## config.mk

```make
export PLATFORM = sky130hd
export DESIGN_NAME = sliding_quality_window_trimmer
export DESIGN_NICKNAME = d
export VERILOG_FILES = /design/src/rtl/core/sqwt_pkg.sv /design/src/rtl/core/sqwt_fifo.sv /design/src/rtl/core/sqwt_front.sv /design/src/rtl/core/sqwt_back.sv /design/src/rtl/core/sliding_quality_window_trimmer.sv
export SDC_FILE = /design/constraint.sdc
export NUM_CORES = 1
export LEC_CHECK = 0
export BUFFER_PORTS_ARGS = -buffer_cell sky130_fd_sc_hd__buf_2
export CAP_MARGIN = 25
export CORE_UTILIZATION = 50
export DETAILED_ROUTE_END_ITERATION = 7
export PLACE_DENSITY_LB_ADDON = 0.05
export SETUP_SLACK_MARGIN = 0.4
export SKIP_LAST_GASP = 1
export SLEW_MARGIN = 10
export SYNTH_ARGS = -nofsm -noshare
export SYNTH_HDL_FRONTEND = slang
export SYNTH_SLANG_ARGS = --single-unit
export TNS_END_PERCENT = 20
```

## constraint.sdc

```tcl
create_clock -name clk -period 8.57 [get_ports clk]
set_input_delay 0.4285 -clock clk [delete_from_list [all_inputs] [get_ports clk]]
set_output_delay 0.4285 -clock clk [all_outputs]
set_load 0.05 [all_outputs]
```

## src/rtl/core/sqwt_pkg.sv

```systemverilog
// Shared constants, register indexes and item control type of the quality window trimmer.
package sqwt_pkg;

  localparam int SCORE_W     = 8;
  localparam int KEPT_W      = 17;
  localparam int CFG_INDEX_W = 2;
  localparam int CFG_DATA_W  = 8;
  localparam int WSIZE_W     = 7;
  localparam int STEP_W      = 7;
  localparam int MAX_STEP    = 64;
  localparam int PHASE_W     = 6;
  localparam int THR_W       = 8;
  localparam int STREAK_W    = 8;
  localparam int STREAK_MAX  = 255;
  localparam int FIFO_DEPTH  = 4;

  localparam int WSIZE_RESET  = 10;
  localparam int STEP_RESET   = 1;
  localparam int THR_RESET    = 20;
  localparam int STREAK_RESET = 3;

  typedef enum logic [CFG_INDEX_W-1:0] {
    REG_WINDOW_SIZE       = 2'd0,
    REG_WINDOW_STEP       = 2'd1,
    REG_QUALITY_THRESHOLD = 2'd2,
    REG_STREAK_NEEDED     = 2'd3
  } reg_index_t;

  typedef struct packed {
    logic counted;
    logic sub;
    logic eval;
    logic last;
  } item_ctrl_t;

endpackage

```

## src/rtl/core/sqwt_fifo.sv

```systemverilog
// Short queue of classified items between the front and back parts.
module sqwt_fifo #(
  parameter int WIDTH = 8
) (
  input  logic             clk,
  input  logic             rst,
  input  logic             push,
  input  logic [WIDTH-1:0] push_data,
  output logic             full,
  input  logic             pop,
  output logic [WIDTH-1:0] pop_data,
  output logic             empty
);

  localparam int Depth = sqwt_pkg::FIFO_DEPTH;
  localparam int PtrW  = $clog2(Depth);
  localparam int CntW  = $clog2(Depth + 1);

  logic [WIDTH-1:0] slots [Depth];
  logic [PtrW-1:0]  wr_ptr;
  logic [PtrW-1:0]  rd_ptr;
  logic [CntW-1:0]  count;
  logic             do_push;
  logic             do_pop;

  assign full     = (count == CntW'(Depth));
  assign empty    = (count == '0);
  assign do_push  = push && !full;
  assign do_pop   = pop && !empty;
  assign pop_data = slots[rd_ptr];

  always_ff @(posedge clk) begin
    if (rst) begin
      wr_ptr <= '0;
      rd_ptr <= '0;
      count  <= '0;
    end else begin
      if (do_push) begin
        wr_ptr <= (wr_ptr == PtrW'(Depth - 1)) ? '0 : wr_ptr + PtrW'(1);
      end
      if (do_pop) begin
        rd_ptr <= (rd_ptr == PtrW'(Depth - 1)) ? '0 : rd_ptr + PtrW'(1);
      end
      if (do_push && !do_pop) begin
        count <= count + CntW'(1);
      end else if (do_pop && !do_push) begin
        count <= count - CntW'(1);
      end
    end
  end

  always_ff @(posedge clk) begin
    if (do_push) begin
      slots[wr_ptr] <= push_data;
    end
  end

endmodule

```

## src/rtl/core/sqwt_front.sv

```systemverilog
// Front part: accepts scores, keeps the score ring and classifies each item for the back part.
module sqwt_front #(
  parameter int MAX_WINDOW   = 64,
  parameter int MAX_READ_LEN = 65536,
  localparam int WinW = $clog2(MAX_WINDOW + 1),
  localparam int PosW = $clog2(MAX_READ_LEN + 1)
) (
  input  logic                             clk,
  input  logic                             rst,
  input  logic                             in_valid,
  output logic                             in_ready,
  input  logic [sqwt_pkg::SCORE_W-1:0]     in_score,
  input  logic                             in_last,
  input  logic [WinW-1:0]                  win,
  input  logic [sqwt_pkg::STEP_W-1:0]      step,
  output logic                             out_valid,
  input  logic                             out_ready,
  output sqwt_pkg::item_ctrl_t             out_ctrl,
  output logic [sqwt_pkg::SCORE_W-1:0]     out_score,
  output logic [sqwt_pkg::SCORE_W-1:0]     out_old,
  output logic [PosW-1:0]                  out_start,
  output logic [PosW-1:0]                  out_len
);

  localparam int AddrW   = $clog2(MAX_WINDOW);
  localparam int PtrW    = WinW + 1;
  localparam int PosIncW = PosW + 1;
  localparam int StepW   = sqwt_pkg::STEP_W;
  localparam int PhaseW  = sqwt_pkg::PHASE_W;

  logic [sqwt_pkg::SCORE_W-1:0] ring [MAX_WINDOW];
  logic [PosW-1:0]              pos;
  logic [AddrW-1:0]             wr_ptr;
  logic [PhaseW-1:0]            phase;
  logic                         fv;

  logic                         accept;
  logic [PosIncW-1:0]           pos_inc;
  logic                         counted;
  logic                         complete;
  logic                         sub;
  logic                         eval;
  logic [PtrW-1:0]              ptr_ext;
  logic [AddrW-1:0]             rd_ptr;
  logic [StepW-1:0]             phase_inc;
  logic [PhaseW-1:0]            phase_next;

  assign in_ready  = !fv || out_ready;
  assign accept    = in_valid && in_ready;
  assign out_valid = fv;

  assign pos_inc    = {1'b0, pos} + PosIncW'(1);
  assign counted    = (pos < PosW'(MAX_READ_LEN));
  assign complete   = counted && (pos_inc >= PosIncW'(win));
  assign sub        = counted && ({1'b0, pos} >= PosIncW'(win));
  assign eval       = complete && (phase == '0);
  assign ptr_ext    = PtrW'(wr_ptr);
  assign phase_inc  = StepW'(phase) + StepW'(1);
  assign phase_next = (phase_inc >= step) ? '0 : phase_inc[PhaseW-1:0];

  always_comb begin
    if (ptr_ext >= PtrW'(win)) begin
      rd_ptr = AddrW'(ptr_ext - PtrW'(win));
    end else begin
      rd_ptr = AddrW'(ptr_ext + PtrW'(MAX_WINDOW) - PtrW'(win));
    end
  end

  always_ff @(posedge clk) begin
    if (rst) begin
      fv     <= 1'b0;
      pos    <= '0;
      wr_ptr <= '0;
      phase  <= '0;
    end else begin
      if (accept) begin
        fv <= 1'b1;
        if (in_last) begin
          pos    <= '0;
          wr_ptr <= '0;
          phase  <= '0;
        end else if (counted) begin
          pos    <= pos_inc[PosW-1:0];
          wr_ptr <= (wr_ptr == AddrW'(MAX_WINDOW - 1)) ? '0 : wr_ptr + AddrW'(1);
          if (complete) begin
            phase <= phase_next;
          end
        end
      end else if (out_ready) begin
        fv <= 1'b0;
      end
    end
  end

  always_ff @(posedge clk) begin
    if (accept) begin
      out_ctrl  <= '{counted: counted, sub: sub, eval: eval, last: in_last};
      out_score <= in_score;
      out_start <= PosW'(pos_inc - PosIncW'(win));
      out_len   <= counted ? pos_inc[PosW-1:0] : pos;
    end
  end

  // The read of the leaving score sees the ring before this item's write.
  always_ff @(posedge clk) begin
    if (accept) begin
      out_old <= ring[rd_ptr];
      if (counted) begin
        ring[wr_ptr] <= in_score;
      end
    end
  end

endmodule

```

## src/rtl/core/sqwt_back.sv

```systemverilog
// Back part: running window sum, low streak, cut decision and the result register.
module sqwt_back #(
  parameter int MAX_WINDOW   = 64,
  parameter int MAX_READ_LEN = 65536,
  localparam int WinW = $clog2(MAX_WINDOW + 1),
  localparam int PosW = $clog2(MAX_READ_LEN + 1)
) (
  input  logic                            clk,
  input  logic                            rst,
  input  logic                            in_valid,
  output logic                            in_take,
  input  sqwt_pkg::item_ctrl_t            in_ctrl,
  input  logic [sqwt_pkg::SCORE_W-1:0]    in_score,
  input  logic [sqwt_pkg::SCORE_W-1:0]    in_old,
  input  logic [PosW-1:0]                 in_start,
  input  logic [PosW-1:0]                 in_len,
  input  logic [WinW-1:0]                 win,
  input  logic [sqwt_pkg::THR_W-1:0]      thr,
  input  logic [sqwt_pkg::STREAK_W-1:0]   need,
  output logic                            out_valid,
  input  logic                            out_pop,
  output logic [sqwt_pkg::KEPT_W-1:0]     kept_length,
  output logic                            was_trimmed
);

  localparam int SumW    = $clog2(MAX_WINDOW * 255 + 1);
  localparam int SumIncW = SumW + 1;
  localparam int ProdW   = sqwt_pkg::THR_W + WinW;
  localparam int KeptW   = sqwt_pkg::KEPT_W;
  localparam int StrW    = sqwt_pkg::STREAK_W;

  logic [SumW-1:0]    sum;
  logic [StrW-1:0]    streak;
  logic               cut;
  logic [PosW-1:0]    cut_pos;

  logic [SumIncW-1:0] sum_add;
  logic [SumW-1:0]    sum_next;
  logic [ProdW-1:0]   limit;
  logic               low;
  logic               active;
  logic [StrW-1:0]    streak_next;
  logic               hit;
  logic               cut_next;
  logic [PosW-1:0]    cut_pos_next;

  assign in_take  = in_valid && (!in_ctrl.last || !out_valid || out_pop);
  assign sum_add  = SumIncW'(sum) + (in_ctrl.counted ? SumIncW'(in_score) : '0);
  assign sum_next = SumW'(sum_add - (in_ctrl.sub ? SumIncW'(in_old) : '0));
  assign limit    = ProdW'(thr) * ProdW'(win);
  assign low      = (ProdW'(sum_next) <= limit);
  assign active   = in_ctrl.eval && !cut;

  always_comb begin
    streak_next = streak;
    if (active) begin
      if (low) begin
        streak_next = (streak == StrW'(sqwt_pkg::STREAK_MAX)) ? streak : streak + StrW'(1);
      end else begin
        streak_next = '0;
      end
    end
  end

  assign hit          = active && (streak_next == need);
  assign cut_next     = cut || hit;
  assign cut_pos_next = hit ? in_start : cut_pos;

  always_ff @(posedge clk) begin
    if (rst) begin
      out_valid <= 1'b0;
      sum       <= '0;
      streak    <= '0;
      cut       <= 1'b0;
    end else begin
      if (in_take && in_ctrl.last) begin
        out_valid <= 1'b1;
      end else if (out_pop) begin
        out_valid <= 1'b0;
      end
      if (in_take) begin
        if (in_ctrl.last) begin
          sum    <= '0;
          streak <= '0;
          cut    <= 1'b0;
        end else begin
          sum    <= sum_next;
          streak <= streak_next;
          cut    <= cut_next;
        end
      end
    end
  end

  always_ff @(posedge clk) begin
    if (in_take) begin
      cut_pos <= cut_pos_next;
      if (in_ctrl.last) begin
        kept_length <= KeptW'(cut_next ? cut_pos_next : in_len);
        was_trimmed <= cut_next;
      end
    end
  end

endmodule

```

## src/rtl/core/sliding_quality_window_trimmer.sv

```systemverilog
// Top level of the sliding window quality trimmer: configuration registers, front, queue and back.
// One quality score is taken per clock cycle for as long as results are popped; a score passes
// through the front register and the queue to the back part, which registers the result of a read
// when it takes the read's last score. The rate is set by the running window sum in the back part,
// which takes one score a cycle, and by the score ring in the front part, which gives one write
// and one read port a cycle. A four-entry queue between the two parts absorbs a stalled result;
// the front stops taking scores only when that queue and the front register are both occupied.
module sliding_quality_window_trimmer #(
  parameter int MAX_WINDOW   = 64,
  parameter int MAX_READ_LEN = 65536
) (
  input  logic                              clk,
  input  logic                              rst,
  input  logic                              push,
  output logic                              full,
  input  logic [sqwt_pkg::SCORE_W-1:0]      quality_score,
  input  logic                              end_of_read,
  output logic                              empty,
  input  logic                              pop,
  output logic [sqwt_pkg::KEPT_W-1:0]       kept_length,
  output logic                              was_trimmed,
  input  logic                              cfg_valid,
  output logic                              cfg_ready,
  input  logic [sqwt_pkg::CFG_INDEX_W-1:0]  cfg_index,
  input  logic [sqwt_pkg::CFG_DATA_W-1:0]   cfg_data
);

  localparam int WinW   = $clog2(MAX_WINDOW + 1);
  localparam int PosW   = $clog2(MAX_READ_LEN + 1);
  localparam int ScoreW = sqwt_pkg::SCORE_W;
  localparam int CtrlW  = $bits(sqwt_pkg::item_ctrl_t);
  localparam int QW     = CtrlW + 2 * ScoreW + 2 * PosW;
  localparam int WsW    = sqwt_pkg::WSIZE_W;
  localparam int StepW  = sqwt_pkg::STEP_W;

  logic [WsW-1:0]                    window_size;
  logic [StepW-1:0]                  window_step;
  logic [sqwt_pkg::THR_W-1:0]        quality_threshold;
  logic [sqwt_pkg::STREAK_W-1:0]     streak_needed;
  logic [WinW-1:0]                   win;
  logic [StepW-1:0]                  step;

  logic                              in_ready;
  logic                              f_valid;
  logic                              q_full;
  logic                              q_empty;
  logic                              b_take;
  logic                              out_valid;
  sqwt_pkg::item_ctrl_t              f_ctrl;
  sqwt_pkg::item_ctrl_t              b_ctrl;
  logic [ScoreW-1:0]                 f_score;
  logic [ScoreW-1:0]                 f_old;
  logic [ScoreW-1:0]                 b_score;
  logic [ScoreW-1:0]                 b_old;
  logic [PosW-1:0]                   f_start;
  logic [PosW-1:0]                   f_len;
  logic [PosW-1:0]                   b_start;
  logic [PosW-1:0]                   b_len;
  logic [QW-1:0]                     q_in;
  logic [QW-1:0]                     q_out;

  assign cfg_ready = 1'b1;
  assign full      = !in_ready;
  assign empty     = !out_valid;

  always_ff @(posedge clk) begin
    if (rst) begin
      window_size       <= WsW'(sqwt_pkg::WSIZE_RESET);
      window_step       <= StepW'(sqwt_pkg::STEP_RESET);
      quality_threshold <= sqwt_pkg::THR_W'(sqwt_pkg::THR_RESET);
      streak_needed     <= sqwt_pkg::STREAK_W'(sqwt_pkg::STREAK_RESET);
    end else if (cfg_valid && cfg_ready) begin
      case (sqwt_pkg::reg_index_t'(cfg_index))
        sqwt_pkg::REG_WINDOW_SIZE:       window_size       <= cfg_data[WsW-1:0];
        sqwt_pkg::REG_WINDOW_STEP:       window_step       <= cfg_data[StepW-1:0];
        sqwt_pkg::REG_QUALITY_THRESHOLD: quality_threshold <= cfg_data;
        sqwt_pkg::REG_STREAK_NEEDED:     streak_needed     <= cfg_data;
        default: begin
        end
      endcase
    end
  end

  // Out-of-range window sizes and steps are clamped to the nearest legal value.
  always_comb begin
    if (window_size == '0) begin
      win = WinW'(1);
    end else if (32'(window_size) > MAX_WINDOW) begin
      win = WinW'(MAX_WINDOW);
    end else begin
      win = WinW'(window_size);
    end
    if (window_step == '0) begin
      step = StepW'(1);
    end else if (window_step > StepW'(sqwt_pkg::MAX_STEP)) begin
      step = StepW'(sqwt_pkg::MAX_STEP);
    end else begin
      step = window_step;
    end
  end

  sqwt_front #(
    .MAX_WINDOW   (MAX_WINDOW),
    .MAX_READ_LEN (MAX_READ_LEN)
  ) u_front (
    .clk       (clk),
    .rst       (rst),
    .in_valid  (push),
    .in_ready  (in_ready),
    .in_score  (quality_score),
    .in_last   (end_of_read),
    .win       (win),
    .step      (step),
    .out_valid (f_valid),
    .out_ready (!q_full),
    .out_ctrl  (f_ctrl),
    .out_score (f_score),
    .out_old   (f_old),
    .out_start (f_start),
    .out_len   (f_len)
  );

  assign q_in = {f_ctrl, f_score, f_old, f_start, f_len};
  assign {b_ctrl, b_score, b_old, b_start, b_len} = q_out;

  sqwt_fifo #(
    .WIDTH (QW)
  ) u_queue (
    .clk       (clk),
    .rst       (rst),
    .push      (f_valid),
    .push_data (q_in),
    .full      (q_full),
    .pop       (b_take),
    .pop_data  (q_out),
    .empty     (q_empty)
  );

  sqwt_back #(
    .MAX_WINDOW   (MAX_WINDOW),
    .MAX_READ_LEN (MAX_READ_LEN)
  ) u_back (
    .clk         (clk),
    .rst         (rst),
    .in_valid    (!q_empty),
    .in_take     (b_take),
    .in_ctrl     (b_ctrl),
    .in_score    (b_score),
    .in_old      (b_old),
    .in_start    (b_start),
    .in_len      (b_len),
    .win         (win),
    .thr         (quality_threshold),
    .need        (streak_needed),
    .out_valid   (out_valid),
    .out_pop     (pop && out_valid),
    .kept_length (kept_length),
    .was_trimmed (was_trimmed)
  );

endmodule

```

=== Word level (Yosys, flattened, before mapping) ===
Memories as Yosys holds them, arrays and structs flattened. A register that Yosys moved wholly into a read port is not among the register bits.
Index checks and enable logic that the tools add are counted.
W data, S select, Z words.

* Logic and storage cells: 141
* Bits of input ports: 24
* Memory bits (writable): 728
* Bits in registers: 172
* Bits in latches: 0
* Memories: 2
* ROM bits: 0
* Output and inout bits: 21

* Shift operators: 0
* Multiply operators: 1
* Bitwise operators: 0
* Magnitude comparators: 8
* Eq/ne operators: 10
* Add/sub/neg operators: 14
* Divide/modulo/power cells: 0
* Mux-type cells: 39
* Reduce and logical (&&, ||, !) cells: 42

{| class="wikitable"
|+ Memory list
! memory !! words !! width !! rd ports !! clocked after memory_dff !! wr ports !! RTL line !! RTL
|-
| u_front.ring || 64 || 8 || 1 || 1 || 1 || sqwt_front.sv:31 || <nowiki>logic [sqwt_pkg::SCORE_W-1:0] ring [MAX_WINDOW];</nowiki>
|-
| u_queue.slots || 4 || 54 || 1 || 1 || 1 || sqwt_fifo.sv:19 || <nowiki>logic [WIDTH-1:0] slots [Depth];</nowiki>
|}

{| class="wikitable"
|+ Operator list
! operator !! count
|-
| $mux W17 || 4
|-
| $mux W6 || 8
|-
| $mux W8 || 6
|-
| $mux W7 || 4
|-
| $add A17 B1 Y18 const B || 1
|-
| $ge A18 B7 Y1 || 1
|-
| $ge A17 B7 Y1 || 1
|-
| $lt A17 B17 Y1 const B || 1
|-
| $sub A17 B7 Y17 || 1
|-
| $le A14 B15 Y1 || 1
|-
| $mul A8 B7 Y15 || 1
|-
| $add A14 B14 Y14 || 1
|-
| $gt A7 B7 Y1 const B || 2
|-
| $logic_not A7 Y1 || 2
|-
| $mux W14 || 1
|-
| $sub A14 B14 Y14 || 1
|-
| $logic_and A1 B1 Y1 || 13
|-
| $add A6 B1 Y6 const B || 2
|-
| $reduce_and A2 Y1 || 6
|-
| $sub A6 B6 Y6 || 2
|-
| $mux W1 || 10
|-
| $logic_not A1 Y1 || 9
|-
| $add A8 B1 Y8 const B || 1
|-
| $eq A2 B2 Y1 const B || 4
|-
| other kinds (20) || 31
|}

=== Logic depth before layout (Yosys ltp) ===
Gate-level depths: netlist of run 1.

* Depth after elaboration: 11
* Mapped depth: 30
* Depth with buffers taken out: 28

=== Hierarchy ===
Synthesis of run 1 repeated with hierarchy kept, for this count alone.

* Cell total of the unflattened synthesis: 2403
* Area total of the unflattened synthesis: 40196.1 um^2

{| class="wikitable"
|+ By module, submodules not included
! module !! area each (um^2) !! seq. area each (um^2) !! cells an instance !! instances
|-
| sqwt_front || 24442.2 || 17596.9 || 1286 || 1
|-
| sqwt_fifo || 8290.5 || 6666.4 || 332 || 1
|-
| sqwt_back || 6103.4 || 1531.5 || 644 || 1
|-
| sliding_quality_window_trimmer || 1360.1 || 600.6 || 141 || 1
|}

=== Worst setup path after synthesis of run 1 ===
OpenSTA, ideal clock, no wires.

* Path type: flip-flop to flip-flop
* Start point: register with a tool-made name
* End point: register u_back.cut_pos[0] (data pin)
* Clock period less this slack: 6883 ps
* Stages on the path, launching flop included: 27
* Required time: 8310 ps
* Slack: 1687 ps
* Library setup time: 260 ps
* Data arrival time: 6623 ps
* Buffers on the path: 4
* Path through: dfxtp_1 > buf_6 > buf_1 > buf_1 > mux4_2 > nor2b_1 > fa_1 > inv_1 > ha_1 > a211oi_1 > o21ai_0 > nand3_1 > a31oi_1 > a21o_1 > a21oi_1 > xnor2_1 > xnor2_1 > ha_1 > nand3_1 > nor4_1 > a311o_1 > nand2_1 > and2_1 > or4_1 > nand4_4 > buf_6 > mux2_4

{| class="wikitable"
|+ RTL lines
! item !! RTL line !! RTL
|-
| to (signal assigned) || sqwt_back.sv:97 || <nowiki>cut_pos <= cut_pos_next;</nowiki>
|-
| to (decl) || sqwt_back.sv:35 || <nowiki>logic [PosW-1:0] cut_pos;</nowiki>
|}

=== Worst setup path in the final report of run 1 ===
* Start point: register window_size[6]
* End point: register u_back.cut_pos[16] (data pin)

* Longest elaborated chain between the ends: 10
* Elaborated cells between the ends (all ways): 11
* Classes of those cells: 1 x mul; 2 x order compare; 1 x eq/ne; 5 x mux; 2 x reduce/logical

{| class="wikitable"
|+ Ends and longest elaborated chain
! item !! RTL line !! RTL
|-
| from (decl) || sliding_quality_window_trimmer.sv:36 || <nowiki>logic [WsW-1:0] window_size;</nowiki>
|-
| from (signal assigned) || sliding_quality_window_trimmer.sv:68 || <nowiki>window_size <= WsW'(sqwt_pkg::WSIZE_RESET);</nowiki>
|-
| from (signal assigned) || sliding_quality_window_trimmer.sv:74 || <nowiki>sqwt_pkg::REG_WINDOW_SIZE: window_size <= cfg_data[WsW-1:0];</nowiki>
|-
| $gt A7 B7 Y1 || sliding_quality_window_trimmer.sv:88 || <nowiki>end else if (32'(window_size) > MAX_WINDOW) begin</nowiki>
|-
| $mux W7 || sliding_quality_window_trimmer.sv:88 ||
|-
| $mux W7 (*) || sliding_quality_window_trimmer.sv:86 || <nowiki>if (window_size == '0) begin</nowiki>
|-
| $mul A8 B7 Y15 (*) || sqwt_back.sv:50 || <nowiki>assign limit = ProdW'(thr) * ProdW'(win);</nowiki>
|-
| $le A14 B15 Y1 (*) || sqwt_back.sv:51 || <nowiki>assign low = (ProdW'(sum_next) <= limit);</nowiki>
|-
| $mux W8 (*) || sqwt_back.sv:57 || <nowiki>if (low) begin</nowiki>
|-
| $mux W8 (*) || sqwt_back.sv:56 || <nowiki>if (active) begin</nowiki>
|-
| $eq A8 B8 Y1 (*) || sqwt_back.sv:65 || <nowiki>assign hit = active && (streak_next == need);</nowiki>
|-
| $logic_and A1 B1 Y1 (*) || sqwt_back.sv:65 ||
|-
| $mux W17 (*) || sqwt_back.sv:67 || <nowiki>assign cut_pos_next = hit ? in_start : cut_pos;</nowiki>
|-
| net u_back.cut_pos_next[16] || sqwt_back.sv:45 || <nowiki>logic [PosW-1:0] cut_pos_next;</nowiki>
|}

The timed path passes the listed nets; every way through them passes the cells marked *.
A chain may end at the register's enable or synchronous reset.

==> results of run 1 <==
[cells in the final DEF, fill, tap and decap left out, types with 12 or more instances in the layout]
cell type	synthesis	routed
edfxtp_1	817	817
mux4_2	213	213
nor2_1	195	195
nand2_1	107	107
inv_1	103	103
ha_1	99	98
clkbuf_16	0	96
dfxtp_1	93	91
a21oi_1	57	57
xnor2_1	45	43
buf_2	4	42
and2_1	45	41
nor2b_1	40	40
fa_1	40	39
o21ai_0	34	34
xor2_1	34	33
buf_4	1	32
a22oi_1	31	31
nand3_1	29	29
mux2i_1	28	28
mux2_4	28	28
mux2_2	27	27
nor3_1	25	25
clkbuf_1	63	19
clkinv_2	0	19
a21o_1	18	18
clkinv_1	1	15
and3_1	13	13
nand4_1	13	13
nand2b_1	12	12
a211oi_1	12	12
[layer usage]
metal,track usage,vias up,wire (um)
li1,-,9300,-
met1,0.297,10511,37500
met2,0.356,410,41900
met3,0.0285,119,3300
met4,0.0584,0,1950
met5,0,-,0
[layout make-up]
cell class | count | share of cell area
clock buffers | 122 | 0.0579
clock inverters | 58 | 0.0149
inverters | 104 | 0.00879
multi-input cells | 1250 | 0.282
flip-flops and latches | 910 | 0.594
well taps | 1040 | 0.0293
repair buffers | 81 | 0.0128
[repair_timing]
item / 4_1_cts / 5_1_grt
gates resized for setup: 0 / 0
hold endpoints to repair: 1 / 0
hold buffers: 1 / 0
[worst max-delay path, cell delays in order (launching register included)]
cell	delay [ns]
dfxtp_1	0.60
nor2b_1	0.25
and2_1	0.24
fa_1	0.55
inv_1	0.05
fa_1	0.47
inv_1	0.05
fa_1	0.52
inv_1	0.06
fa_1	0.52
inv_1	0.04
ha_1	0.31
a21oi_1	0.22
nor2b_1	0.09
o2111ai_1	0.19
nand3_1	0.13
o41ai_1	0.34
xor2_1	0.12
ha_1	0.31
nand3_1	0.12
nor4_1	0.36
a311o_1	0.22
nand2_1	0.12
and2_1	0.18
or4_1	0.55
nand4_4	0.12
buf_12	0.24
mux2_2	0.37
[report_power, final]
group,total [mW],internal [mW],switching (mW),leakage (nW)
clock network,4.22,2.47,1.74,1.58
logic,3.65,1.63,2.01,5.56
registers,5.28,5.14,0.136,8.13
total,13.1,9.25,3.89,15.3
[metrics by stage]
| stage | worst slack [ns] | power, mW | utilization | cells |
|---|---|---|---|---|
| after floorplan | 1.69 | 8.12 | - | 2366 |
| after global placement | 1.09 | 9.02 | 0.527 | 3380 |
| after detailed placement | 0.926 | 9.07 | 0.528 | 3383 |
| after CTS | 0.916 | 13.3 | 0.569 | 3564 |
| after global routing | 0.492 | 13.8 | 0.570 | 3565 |
| final | 0.927 | 13.1 | 0.570 | 3565 |
[sequential cells by signal, summed over array words and instances, names as in the netlist, 3 cells and up, named ones only]
name                cells
quality_threshold       8
u_front.wr_ptr          6
u_back.streak           8
window_step             7
u_front.out_ctrl        4
window_size             7
u_front.out_len        17
u_back.sum             14
u_back.kept_length     17
u_front.phase           6
u_front.out_old         8
u_front.out_score       8
u_front.out_start      17
u_queue.count           3
u_back.cut_pos         17
u_queue.slots         216
u_front.ring          512
streak_needed           8
u_front.pos            17
[worst max path at each step]
stage / end / cells past startpoint / slack (ns)
floorplan: u_back.cut_pos[0]$_DFFE_PP_ / 26 / 1.69
global placement: u_back.kept_length[16]$_DFFE_PP_ / 27 / 1.09
detailed placement: u_back.kept_length[2]$_DFFE_PP_ / 27 / 0.93
CTS: u_back.cut_pos[16]$_DFFE_PP_ / 27 / 0.92
global route: u_back.cut_pos[16]$_DFFE_PP_ / 27 / 0.49
finish: u_back.cut_pos[16]$_DFFE_PP_ / 27 / 0.93
[cell families after synthesis]
| logic type | count (synthesis) |
|---|---|
| buffers and inverters | 206 |
| AO/OA/AOI/OAI | 214 |
| adder cells (fa/ha/maj) | 139 |
| AND/OR/NAND/NOR | 521 |
| other | 1 |
| multiplexers | 296 |
| flip-flops | 910 |
| XOR/XNOR | 79 |
[Yosys cell counts (all sizes together) (3+ instances only)]
cell type / instances
nand3b: 7
nor2b: 40
o21a: 9
a21oi: 58
nor3b: 4
o21ai: 34
and3: 13
a21o: 18
ha: 99
mux4: 213
xnor2: 45
or2: 7
or3: 9
nand4: 14
a22oi: 31
o21bai: 3
o22ai: 3
inv: 103
clkbuf: 63
dfxtp: 93
o211ai: 5
nor4: 4
nor3: 25
buf: 39
a31oi: 6
a22o: 5
and2: 45
a211o: 4
mux2: 55
or4: 4
edfxtp: 817
fa: 40
xor2: 34
mux2i: 28
nand2b: 12
a211oi: 12
nand2: 107
a21boi: 4
nand3: 30
a32oi: 4
nor2: 195
==> summary.md, run 1 <==
| Metric | Value |
|---|---|
| Clock root cell | clkbuf_16 |
| R2r setup slk | between 0.9 and 1 ns |
| Chip height | about 280 um |
| Register area share after synthesis | 0.665 |
| Final HPWL DP | 53800 um |
| Critical path class | reg2reg |
| Ys async rst share | 0 |
| Clock buffer depth | 3 |
| Routed length per instance | around 24 um |
| Synthesized Nets | roughly 2500 |
| Largest family of logic cells by synthesized area | multiplexers |
| Initial Util | 0.509 |
| Share of the synthesized area in the top cell type | 0.618 |
| Post-synthesis xor/xnor area fraction | 0.0174 |
| Minimum clock period | 7.64 ns |
| Antenna Diode Count | 0 |
| Critical Path Start Type | register |
| Reg2reg path depth | 27 |
| Core area | between 70000 and 80000 sq um |
| Placed cell area | between 40000 and 50000 sq um |
| Vias | between 20000 and 25000 |
| Most used DFF post-synth | edfxtp_1 |
| WHS Path Cells | 3 |
| Clock Latency Late Sink | between 0.6 and 0.7 ns |
| Max Fclk | between 0.1 and 0.15 GHz |
| Site Rows | 102 |
| Clk sinks | 910 |
| Maxcap violations | 0 |
| RSZ-0062 raised after global routing | no |
| Critical R2R Launch | window_size[6]$_SDFFE_PP0P_ |
| Total Neg Setup Slack | 0 ns |
| H-tree Lvls | 3 |
| Pre-antenna DRT Iters | 5 |
| Min-delay src | cfg_data[7] |
| Die Area | about 80000 sq um |
| Synth area leader | edfxtp_1 |
| Peak supply drop | about 0.00020 V |
| Power Density | 296 nW/um^2 |
| Vias in the first global route | 20879 |
| Clock slew at reported path FFs | ~0.06 ns |
| Largest net degree at the start of global routing | 87 |
| GRT Overall Usage | 0.214 |
| Hold Path End | streak_needed[7]$_SDFFE_PP0P_ |
| Arrival time at the worst endpoint | approximately 8 ns |
| Cell leakage power | ~15 nW |
| Largest cells by area after synthesis | edfxtp_1 62%, mux4_2 12%, dfxtp_1 4.7% |
| Compound-Gate Fraction of Synth Area | 0.0359 |
| Filler cells | 6000 |
| Post-synth EDFFs | around 820 |
| Mapped Avg Cell Area | 16.8 sq um |
| Die width | between 200 and 300 um |
| Total CTS buffers | 95 |
| Final setup fails | 0 |
| Drt drc | 0 |
| Layout cells sized above 1 | 0.206 |
| Simple-gate share of the synthesized area | 0.0629 |
| Slew Viols, Final | 0 |
| Final clock skew | just under 0.03 ns |
| Vias per inst | approximately 5.7 |
| # IOs | between 40 and 50 |
| Post-route cell area | 44400 sq um |
| Area of the multi-input gates | ~13000 sq um |
| Net count, final | 2605 |
| Synth Warn # | 0 |
| First-pass GRT wire length | between 100000 and 150000 um |
| Netlist cell types | 70 |
| Reg2reg end | u_back.cut_pos[16]$_DFFE_PP_ |
| Hold Crit Class | in2reg |
| Hold_ws | between 0.05 and 0.06 ns |
| #FFs+latches synth | slightly above 900 |
| Area Growth Syn to Fin | 12.0% |
| Final ANT Viol Nets | 0 |
| Post-synthesis mux area share | 0.146 |
| Initial DRC count | between 1500 and 2000 |
| Final GP Congestion | between 0.8 and 0.9 |
| Slew margin rel. | 0.308 |
| Adder-cell share of the synthesized area | 0.0514 |
| Sequential cell area | approximately 26000 sq um |
| Slew of the pin with the lowest slew margin | a little over 1 ns |
| PortBufs | between 40 and 50 |
| Synthesized area | 39700 sq um |
| Syn Inst Count | around 2400 |
| Final Hold Viols | 0 |
| CP Max Fanout | 36 |
| Crit. End Element | register |
| Required time worst endpoint | between 8 and 9 ns |
| Routed WL | about 85000 um |
| Initial antenna violation count | 0 |
| Setup bufs post-CTS | 0 |
| Remaining global-route overflow | 0 |
| Final period utilization | 0.892 |
| Crit. Startpoint | window_size[6]$_SDFFE_PP0P_ |
| Outcome | complete, no violations |
| CTS tree | done |
(Power assumes the default switching activity.)
==> run 2: changes to the inputs <==
--- a/config.mk
+++ b/config.mk
@@ -7,7 +7,9 @@
 export LEC_CHECK = 0
 export BUFFER_PORTS_ARGS = -buffer_cell sky130_fd_sc_hd__buf_2
 export CAP_MARGIN = 25
+export CORE_ASPECT_RATIO = 0.5
 export CORE_UTILIZATION = 50
+export CTS_CLUSTER_SIZE = 30
 export DETAILED_ROUTE_END_ITERATION = 7
 export PLACE_DENSITY_LB_ADDON = 0.05
 export SETUP_SLACK_MARGIN = 0.4
==> run 2 against run 1 <==
Against the previous run: sequential cell count is the same; critical path depth did not move; largest power group unchanged; maximum frequency shrank 0.85%; critical path type unchanged.
==> summary.md, run 2 (same netlist as run 1, synthesis figures left out) <==
| Metric | Value |
|---|---|
| Total Neg Setup Slack | 0 ns |
| Crit path max-delay family | adder cells |
| Remaining global-route overflow | 0 |
| Vias | just over 20000 |
| H-tree Lvls | 3 |
| Net count, final | about 2600 |
| Maxcap violations | 0 |
| Clk sinks | 910 |
| Final Worst Setup Slack | between 0.8 and 0.9 ns |
| Outcome | complete, no violations |
| Chip height | between 200 and 250 um |
| Layout cells sized above 1 | 0.198 |
| Met3 WL | 3990 um |
| Hold Crit Class | in2reg |
| Initial antenna violation count | 0 |
| Largest register FFs | roughly 510 |
| Pre-antenna DRT Iters | 6 |
| Clock Latency Late Sink | around 0.67 ns |
| # IOs | 45 |
| Clock slew at reported path FFs | ~0.07 ns |
| Final ANT Viol Nets | 0 |
| Critical path class | reg2reg |
| Met2 Wirelength | between 30000 and 40000 um |
| Worst path buffer plus inverter count | 5 |
| Routed WL | approximately 83000 um |
| PortBufs | 43 |
| Power Density | between 200 and 300 nW/um^2 |
| Biggest registers after layout | u_front.ring (512), u_queue.slots (216) |
| Arrival time at the worst endpoint | ~8 ns |
| Total CTS buffers | between 80 and 90 |
| Switch share | 0.303 |
| WHS Path Cells | 3 |
| Clock Power Share | 0.293 |
| Placed cell area | 41200 sq um |
| Filler cells | roughly 6000 |
| Die Area | a little over 80000 sq um |
| Antenna Diode Count | 0 |
| Initial DRC count | between 1000 and 1500 |
| Final GP Congestion | about 0.81 |
| Final clock skew | 0.0240 ns |
| Final Non-Filler Cells | approximately 3500 |
| Highest-count cells in the layout ignoring fill and taps | 817 x edfxtp_1, 213 x mux4_2, 195 x nor2_1 |
| Final period utilization | 0.899 |
| Area Growth Syn to Fin | 10.6% |
| Minimum clock period | a little under 8 ns |
| Peak supply drop | between 0.0002 and 0.00025 V |
| Initial Util | 0.509 |
| CP Max Fanout | 36 |
| Hold_ws | ~0.056 ns |
| Final Hold Viols | 0 |
| Vias per inst | roughly 5.7 |
| Largest net degree at the start of global routing | approximately 130 |
| Final setup fails | 0 |
| Slew margin rel. | 0.372 |
| DP Worst Slack | around 0.95 ns |
| Site Rows | around 70 |
| DR top layer | met4 |
| GRT Overall Usage | 0.212 |
| Clock buffer depth | 3 |
| Final HPWL DP | 51100 um |
| Setup bufs post-CTS | 0 |
| Slew Viols, Final | 0 |
| Placed cells | 3383 |
| Post-route cell area | 43900 sq um |
| Logic pwr share | 0.289 |
| Largest Register | u_front.ring |
| Routed length per instance | about 24 um |
| Sw power | about 3.8 mW |
| Die width | ~400 um |
| Internal Dissipation | roughly 8.8 mW |
| First-pass GRT wire length | around 130000 um |
| CTS tree | done |
| Vias in the first global route | 20644 |
| Slew of the pin with the lowest slew margin | approximately 0.94 ns |
| Commonest non-fill, non-tap cell in the layout | edfxtp_1 |
| Critical Path Start Type | register |
| Seq pwr share | 0.418 |
| Max Fclk | 0.130 GHz |
| RSZ-0062 raised after global routing | no |
| Reg2reg path depth | 27 |
| Required time worst endpoint | 8.97 ns |
| CP max stage delay | just over 0.6 ns |
| Drt drc | 0 |
| WP depth | 27 |
| Cell leakage power | between 10 and 15 nW |
| Clock root cell | clkbuf_16 |
| Core area | 77900 sq um |
| Crit. End Element | register |
| Slowest CP cell | dfxtp_1 |
| WL met1 | 38900 um |
[run 2: changes by cell type in the layout (fill, tap and decap cells not counted), moves of 2 or more]
| cell | before | now |
|---|---|---|
| buf_4 | 32 | 38 |
| bufinv_16 | 11 | 7 |
| inv_6 | 2 | 5 |
| buf_8 | 2 | 0 |
| clkinv_2 | 19 | 12 |
| clkbuf_16 | 96 | 85 |
| clkbuf_1 | 19 | 17 |
| clkinvlp_4 | 4 | 2 |
| inv_16 | 2 | 0 |
| clkbuf_8 | 7 | 1 |
[run 2: area by class of cell]
cell class | count | area (sq um) | area share
clock inverters | 45 | 457 | 0.0104
flip-flops and latches | 910 | 26400 | 0.602
clock buffers | 103 | 2200 | 0.0503
multi-input cells | 1250 | 12500 | 0.285
well taps | 1036 | 1300 | 0.0296
inverters | 104 | 390 | 0.00890
repair buffers | 86 | 596 | 0.0136
[run 2: timing repair]
| item | 4_1_cts | 5_1_grt |
|---|---|---|
| hold endpoints to repair | 3 | 0 |
| hold buffers | 2 | 0 |
| gates resized for setup | 0 | 0 |
[run 2: power groups by stage]
| stage | Clock [mW] | Sequential [mW] | Combinational (mW) |
|---|---|---|---|
| after floorplan | 0 | 5.46 | 2.66 |
| after global placement | 0 | 5.39 | 3.67 |
| after detailed placement | 0 | 5.40 | 3.69 |
| after CTS | 3.80 | 5.30 | 3.71 |
| after global routing | 3.98 | 5.32 | 4.02 |
| final | 3.71 | 5.29 | 3.66 |
[run 2: final timing paths]
check	from	endpoint	slack, ns
worst max-delay path	window_size[6]$_SDFFE_PP0P_	u_back.cut_pos[16]$_DFFE_PP_	0.86
worst min-delay path	cfg_data[4]	quality_threshold[4]$_SDFFE_PP1P_	0.06
worst max register to register	window_size[6]$_SDFFE_PP0P_	u_back.cut_pos[16]$_DFFE_PP_	0.86
worst min register to register	streak_needed[2]$_SDFFE_PP0P_	streak_needed[2]$_SDFFE_PP0P_	0.49
[run 2: tightest hold or removal path, delay by kind of cell]
kind | cells | cell delay [ns]
buffers and inverters | 1 | 0.13
AND/OR/NAND/NOR | 2 | 0.13
[run 2: stage by stage]
stage,utilization,power (mW)
final,0.563,12.7
after global routing,0.563,13.3
after CTS,0.563,12.8
after detailed placement,0.528,9.09
after global placement,0.528,9.06
after floorplan,-,8.12
[run 2: per-layer routing]
layer | GRT usage | up-vias
li1 | - | 9259
met1 | 0.308 | 10493
met2 | 0.330 | 429
met3 | 0.0411 | 107
met4 | 0.0571 | 0
met5 | 0 | -
